==> config.mk <==
export PLATFORM = sky130hd
export DESIGN_NAME = priority_region_address_decoder_unit
export DESIGN_NICKNAME = d
export VERILOG_FILES = /design/src/rtl/prad_pkg.sv /design/src/rtl/prad_cell.sv /design/src/rtl/priority_region_address_decoder_unit.sv
export SDC_FILE = /design/constraint.sdc
export NUM_CORES = 2
export LEC_CHECK = 0
export ABC_CLOCK_PERIOD_IN_PS = 4500
export BUFFER_PORTS_ARGS = -buffer_cell sky130_fd_sc_hd__buf_2
export CAP_MARGIN = 15
export CORE_AREA = 2 2 326 296
export DETAILED_ROUTE_END_ITERATION = 8
export DIE_AREA = 0 0 328 298
export PLACE_DENSITY = 0.53
export REMOVE_ABC_BUFFERS = 1
export SYNTH_ARGS = -nofsm -noshare
export SYNTH_HDL_FRONTEND = slang
export SYNTH_SLANG_ARGS = --single-unit
export TNS_END_PERCENT = 5
==> constraint.sdc <==
create_clock -name clk -period 4.5 [get_ports clk]
set_clock_uncertainty 0.05 [all_clocks]
set_input_delay 0.225 -clock clk [delete_from_list [all_inputs] [get_ports clk]]
set_output_delay 0.225 -clock clk [all_outputs]
set_load 0.005 [all_outputs]
==> src/rtl/prad_pkg.sv <==
// shared types and op codes for the priority region address decoder
package prad_pkg;

	localparam int DEVICE_BITS = 4;
	localparam int ADDR_BITS   = 16;
	localparam int OP_BITS     = 3;

	localparam logic [OP_BITS-1:0] OP_MAP     = 3'd0;
	localparam logic [OP_BITS-1:0] OP_RD_BYTE = 3'd1;
	localparam logic [OP_BITS-1:0] OP_RD_WORD = 3'd2;
	localparam logic [OP_BITS-1:0] OP_WR_BYTE = 3'd3;
	localparam logic [OP_BITS-1:0] OP_WR_WORD = 3'd4;

	localparam logic STATUS_HIT      = 1'b0;
	localparam logic STATUS_UNMAPPED = 1'b1;

	typedef struct packed {
		logic [OP_BITS-1:0]     op;
		logic [ADDR_BITS-1:0]   addr;
		logic [ADDR_BITS-1:0]   end_addr;
		logic [DEVICE_BITS-1:0] device_id;
		logic                   remap;
		logic [ADDR_BITS-1:0]   value;
	} req_t;

	typedef struct packed {
		logic                   status;
		logic [DEVICE_BITS-1:0] target_device;
		logic [ADDR_BITS-1:0]   local_addr;
		logic [ADDR_BITS-1:0]   write_data;
		logic                   is_write;
		logic                   is_word;
	} rsp_t;

	// one table entry as held in a cell
	typedef struct packed {
		logic                   valid;
		logic [ADDR_BITS-1:0]   start;
		logic [ADDR_BITS-1:0]   last;
		logic [DEVICE_BITS-1:0] device;
		logic                   relative;
	} region_t;

	// lookup token walking down the chain
	typedef struct packed {
		logic                   active;
		logic                   hit;
		logic [DEVICE_BITS-1:0] device;
		logic [ADDR_BITS-1:0]   local_addr;
		logic [ADDR_BITS-1:0]   addr;
	} token_t;

endpackage

==> src/rtl/prad_cell.sv <==
// one chain cell: holds a region, checks the passing lookup token against it
module prad_cell import prad_pkg::*; (
	input  logic    clk,
	input  logic    arst_n,
	input  logic    shift,
	input  logic    advance,
	input  region_t region_in,
	output region_t region_out,
	input  token_t  tok_in,
	output token_t  tok_out
);

	region_t region_q;
	token_t  tok_q;
	token_t  tok_next;
	logic    match;

	// region shifts one slot back on a map transfer
	always_ff @(posedge clk or negedge arst_n) begin
		if (!arst_n) begin
			region_q <= '0;
		end else if (shift) begin
			region_q <= region_in;
		end
	end

	// first valid region containing the address claims the token
	always_comb begin
		match    = tok_in.active && !tok_in.hit && region_q.valid &&
			(tok_in.addr >= region_q.start) && (tok_in.addr <= region_q.last);
		tok_next = tok_in;
		if (match) begin
			tok_next.hit        = 1'b1;
			tok_next.device     = region_q.device;
			tok_next.local_addr = region_q.relative ? (tok_in.addr - region_q.start)
				: tok_in.addr;
		end
	end

	// token register, handed to the next cell
	always_ff @(posedge clk or negedge arst_n) begin
		if (!arst_n) begin
			tok_q <= '0;
		end else if (advance) begin
			tok_q <= tok_next;
		end
	end

	assign region_out = region_q;
	assign tok_out    = tok_q;

endmodule

==> src/rtl/priority_region_address_decoder_unit.sv <==
// top level of the priority region address decoder, chain of region cells
//
// Usage:
//   in_valid/in_stall/in_data carry requests: map commands and byte or word
//   reads and writes. A map transfer places the region in the first cell and
//   moves every older region one cell back, the oldest dropping off the end.
//   It gives no result, and another request may follow at once. An access
//   runs as a token through the REGION_COUNT cells, one cell per cycle, the
//   nearest (newest) matching region claiming it.
//   out_valid/out_stall/out_data carry one result per access, registered
//   after the token leaves the last cell; the next access can be taken once
//   the result is registered, so a new access waits while the previous one
//   walks the cell chain. Codes 5 to 7 are dropped.
//   in_stall is high while an access is in the chain or waiting to enter the
//   output register. A stalled result holds in the output register and the
//   token waits in the last cell. Reset empties the chain and output and
//   marks every region invalid.
module priority_region_address_decoder_unit import prad_pkg::*; #(
	parameter int REGION_COUNT = 8
) (
	input  logic clk,
	input  logic arst_n,
	input  logic in_valid,
	output logic in_stall,
	input  req_t in_data,
	output logic out_valid,
	input  logic out_stall,
	output rsp_t out_data
);

	region_t                  region_link [REGION_COUNT+1];
	token_t                   tok_link    [REGION_COUNT+1];
	logic [REGION_COUNT-1:0]  tok_active;

	logic                     busy_q;
	logic                     out_valid_q;
	rsp_t                     out_q;
	logic [ADDR_BITS-1:0]     wdata_q;
	logic                     is_write_q;
	logic                     is_word_q;

	logic                     accept;
	logic                     is_access;
	logic                     map_shift;
	logic                     last_active;
	logic                     load_out;
	logic                     advance;

	// request decode
	assign accept    = in_valid && !in_stall;
	assign is_access = (in_data.op == OP_RD_BYTE) || (in_data.op == OP_RD_WORD) ||
		(in_data.op == OP_WR_BYTE) || (in_data.op == OP_WR_WORD);
	assign map_shift = accept && (in_data.op == OP_MAP);
	assign in_stall  = busy_q;

	// chain head: new region and new token
	always_comb begin
		region_link[0]          = '0;
		region_link[0].valid    = 1'b1;
		region_link[0].start    = in_data.addr;
		region_link[0].last     = in_data.end_addr;
		region_link[0].device   = in_data.device_id;
		region_link[0].relative = in_data.remap;
		tok_link[0]             = '0;
		tok_link[0].active      = accept && is_access;
		tok_link[0].addr        = in_data.addr;
	end

	// result hand-over from the last cell
	assign last_active = tok_link[REGION_COUNT].active;
	assign load_out    = last_active && (!out_valid_q || !out_stall);
	assign advance     = !last_active || load_out;

	// row of region cells
	for (genvar i = 0; i < REGION_COUNT; i++) begin : g_cell
		prad_cell u_cell (
			.clk        (clk),
			.arst_n     (arst_n),
			.shift      (map_shift),
			.advance    (advance),
			.region_in  (region_link[i]),
			.region_out (region_link[i+1]),
			.tok_in     (tok_link[i]),
			.tok_out    (tok_link[i+1])
		);
		assign tok_active[i] = tok_link[i+1].active;
	end

	// access kind and write data kept while the token walks
	always_ff @(posedge clk) begin
		if (accept && is_access) begin
			is_write_q <= (in_data.op == OP_WR_BYTE) || (in_data.op == OP_WR_WORD);
			is_word_q  <= (in_data.op == OP_RD_WORD) || (in_data.op == OP_WR_WORD);
			if (in_data.op == OP_WR_WORD) begin
				wdata_q <= in_data.value;
			end else if (in_data.op == OP_WR_BYTE) begin
				wdata_q <= {{(ADDR_BITS-8){1'b0}}, in_data.value[7:0]};
			end else begin
				wdata_q <= '0;
			end
		end
	end

	// busy from access transfer until its result is registered
	always_ff @(posedge clk or negedge arst_n) begin
		if (!arst_n) begin
			busy_q <= 1'b0;
		end else if (accept && is_access) begin
			busy_q <= 1'b1;
		end else if (load_out) begin
			busy_q <= 1'b0;
		end
	end

	// output register
	always_ff @(posedge clk or negedge arst_n) begin
		if (!arst_n) begin
			out_valid_q <= 1'b0;
		end else if (load_out) begin
			out_valid_q <= 1'b1;
		end else if (!out_stall) begin
			out_valid_q <= 1'b0;
		end
	end

	always_ff @(posedge clk) begin
		if (load_out) begin
			out_q.status        <= tok_link[REGION_COUNT].hit ? STATUS_HIT : STATUS_UNMAPPED;
			out_q.target_device <= tok_link[REGION_COUNT].device;
			out_q.local_addr    <= tok_link[REGION_COUNT].local_addr;
			out_q.write_data    <= wdata_q;
			out_q.is_write      <= is_write_q;
			out_q.is_word       <= is_word_q;
		end
	end

	assign out_valid = out_valid_q;
	assign out_data  = out_q;

	// checks
	a_one_token: assert property (@(posedge clk) disable iff (!arst_n)
		$countones(tok_active) <= 1)
		else $error("more than one lookup token in the chain");

	a_idle_empty: assert property (@(posedge clk) disable iff (!arst_n)
		!busy_q |-> (tok_active == '0))
		else $error("token in chain while not busy");

	a_access_busy: assert property (@(posedge clk) disable iff (!arst_n)
		(accept && is_access) |=> busy_q)
		else $error("access transfer did not mark busy");

	a_load_valid: assert property (@(posedge clk) disable iff (!arst_n)
		load_out |=> (out_valid && !busy_q))
		else $error("result not presented after leaving the chain");

	a_no_map_busy: assert property (@(posedge clk) disable iff (!arst_n)
		busy_q |-> !map_shift)
		else $error("region table shifted during a lookup");

endmodule
==> impl_metrics.toml <==
[sta]
slew_headroom = 0.303
tightest_slew_ns = 1.05
finalSetupTns_ns = 0
fmax_ghz = 0.283
min_period_ns = 3.53
period_share = 0.785
finalHoldViolations = 0
setup_violations = 0
maxSlewViolCount = 0
rsz0062_at_grt = "false"
hold_slack_ns = 0.0468

[drt]
drc_errors = 0
avgViaCountPerCell = 5.09
vias = 26768
drt_pass1_iterations = 5
wl_um = 93900
detail-route-antenna-nets = 0
detail_route.iter0.violations = 1590
wl_per_cell_um = 17.9

[worst_hold_path]
holdPathStages = 2
hold_start = "in_data[55]"
min_path_type = "in -> reg"

[clock_network]
cts.sinks = 651
cts_made_buffers = 77
tritoncts = "yes"
clockRootBuffer = "clkbuf_16"
htreeDepth = 3
cts_max_path_buffers = 3
insertion_delay_ns = 0.63
cts_resized = 0
path_clk_slew_ns = 0.06

[global_routing]
grt_max_degree = 193
grt_pass1_wl_um = 153000
antenna_found_initial = 0
track_usage = 0.195
first_global_vias = 27376
gr-total-overflow = 0

[floorplan]
row_count = 107
fp.dieH_um = 298
ios = 101
die-area_um2 = 97700
initial_core_util = 0.379
die_x_um = 328
coreArea_um2 = 94100

[yosys]
ys_seq_area_frac = 0.465
async_flop_share = 0.912
synth.avg_cell_area_um2 = 9.26
synth_edf_count = 57
ys_seq_elements = 651
synth_ff_type = "dfrtp_1"
syn_inst = 3850
synthDistinctLibCells = 85
syn_area_um2 = 35700
yosysWarnings = 0

[power]
p_leak_uw = 0.0199
irDropWorstVdd_mv = 0.240
power.density_nw_per_um2 = 324

[placement]
port_buffers = 100
placed_area_um2 = 37500
gp_congestion = 0.874
dp_hpwl_um = 67000

[cells_and_area]
layout-drive-gt1-share = 0.0971
fillers = 9286
final_core_util = 0.433
area_growth_pct = 14.3
design_area_um2 = 40800
diodes = 0
nNetsFinal = 4270

[setup_path]
crit_start = "g_cell[1].u_cell.tok_out[0]"
crit_type = "reg -> reg"
critical_path_arrival_ns = 3.99
critPathMaxFanout = 11
worst_ep_required_time_ns = 4.95
rr_startpoint = "g_cell[1].u_cell.tok_out[0]"
crit_path_end_kind = "flop"
worst_setup_path_start_kind = "flop"
ff2ff_path_depth = 11

[status]
outcome = "finished clean"

[job]
drv_cap = 0
==> cell type report <==
type	instances	area, um^2	area share
multi-input combinational	2715	17300	0.424
sequential	651	16600	0.407
clock buffer	113	2400	0.0588
tap	1253	1570	0.0385
timing repair buffer	198	1540	0.0378
inverter	303	1140	0.0279
clock inverter	27	273	0.00669
==> timing repair <==
item | CTS | global route
buffers inserted | 0 | 0
endpoints found under the hold margin | 170 | 0
hold buffers | 58 | 0
==> layer usage <==
| metal | global-route usage | wire [um] | part of all wire |
|---|---|---|---|
| met4 | 0.0667 | 3350 | 0.036 |
| met5 | 0 | 0 | 0 |
| met2 | 0.307 | 42300 | 0.45 |
| met1 | 0.276 | 45500 | 0.48 |
| met3 | 0.0260 | 2720 | 0.029 |
==> synthesized netlist by cell type (36+ instances only) <==
cell type  number  share of area
o21a_1         36         0.0076
mux2i_1       112          0.031
xnor2_1        50          0.012
edfxtp_1       57          0.048
mux2_2         72          0.023
nand2_1       776          0.082
ha_1          256          0.090
nor2b_1        49         0.0086
nor3_1         52         0.0073
o21ai_0       412          0.058
a21oi_1       150          0.021
nor2_1        143          0.015
clkbuf_1      155          0.016
dfrtp_1       594           0.42
nand3_1        61         0.0086
inv_1         300          0.032
nand4_1        44         0.0077
a21o_1         61          0.013
==> worst max-delay path, cell delays in order (launching register included) <==
cell and delay, ns:
dfrtp_1 0.35, inv_1 0.08, ha_1 0.23, fa_1 0.41, nor2b_1 0.23, o31a_1 0.19
o221a_2 0.23, o21ai_2 0.11, a21oi_1 0.22, or4_1 0.46, nand2_1 0.38, a311o_1 0.44
==> kinds of logic (layout without fill, tap and decap cells) <==
logic type      Yosys count  after routing  synth area share
simple gates           1252           1252             0.152
compound gates          939            939             0.163
flops                   651            651             0.465
buf+inv                 484            641            0.0522
fa+ha+maj               264            264            0.0943
mux                     184            184            0.0542
xor+xnor                 76             76            0.0187
==> worst paths after layout <==
path	end	slack, ns
setup / recovery	g_cell[2].u_cell.tok_out[26]	0.97
hold / removal	wdata_q[13]	0.05
setup reg to reg	g_cell[2].u_cell.tok_out[26]	0.97
hold reg to reg	out_data[10]	0.36
max in group asynchronous	g_cell[7].u_cell.region_out[1]	3.06
min in group asynchronous	g_cell[7].u_cell.region_out[22]	0.16
==> layout by cell type, fill, tap and decap left out, types with 31 or more instances in the layout <==
| cell type | instances |
|---|---|
| a211oi_1 | 35 |
| a21o_1 | 61 |
| a21oi_1 | 150 |
| a31oi_1 | 31 |
| buf_2 | 99 |
| clkbuf_16 | 82 |
| dfrtp_1 | 594 |
| dlygate4sd3_1 | 58 |
| edfxtp_1 | 57 |
| ha_1 | 256 |
| inv_1 | 300 |
| mux2_2 | 72 |
| mux2i_1 | 112 |
| nand2_1 | 776 |
| nand3_1 | 60 |
| nand4_1 | 44 |
| nor2_1 | 142 |
| nor2b_1 | 49 |
| nor3_1 | 52 |
| o21a_1 | 36 |
| o21ai_0 | 411 |
| o31ai_1 | 32 |
| xnor2_1 | 50 |
==> power breakdown <==
group / internal [uW] / switching (uW)
Clock: 3930 / 2600
Sequential: 5970 / 79.0
Combinational: 259 / 375
Total: 10200 / 3060
==> stage by stage <==
| step | setup WS, ns | cells | total power [uW] |
|---|---|---|---|
| after global placement | 1.03 | 5062 | 6760 |
| after global routing | 0.752 | 5260 | 13700 |
| after CTS | 0.909 | 5260 | 13400 |
| final | 0.967 | 5260 | 13200 |
| after floorplan | -35.01 | 3669 | 6480 |
| after detailed placement | 0.927 | 5062 | 6760 |
==> flip-flops by register name (all words and copies together) (netlist names) <==
| register | flops |
|---|---|
| g_cell.u_cell.region_out | 304 |
| g_cell.u_cell.tok_out | 288 |
| in_stall | 1 |
| is_word_q | 1 |
| is_write_q | 1 |
| out_data | 39 |
| out_valid | 1 |
| wdata_q | 16 |
(Power assumes the default switching activity.)
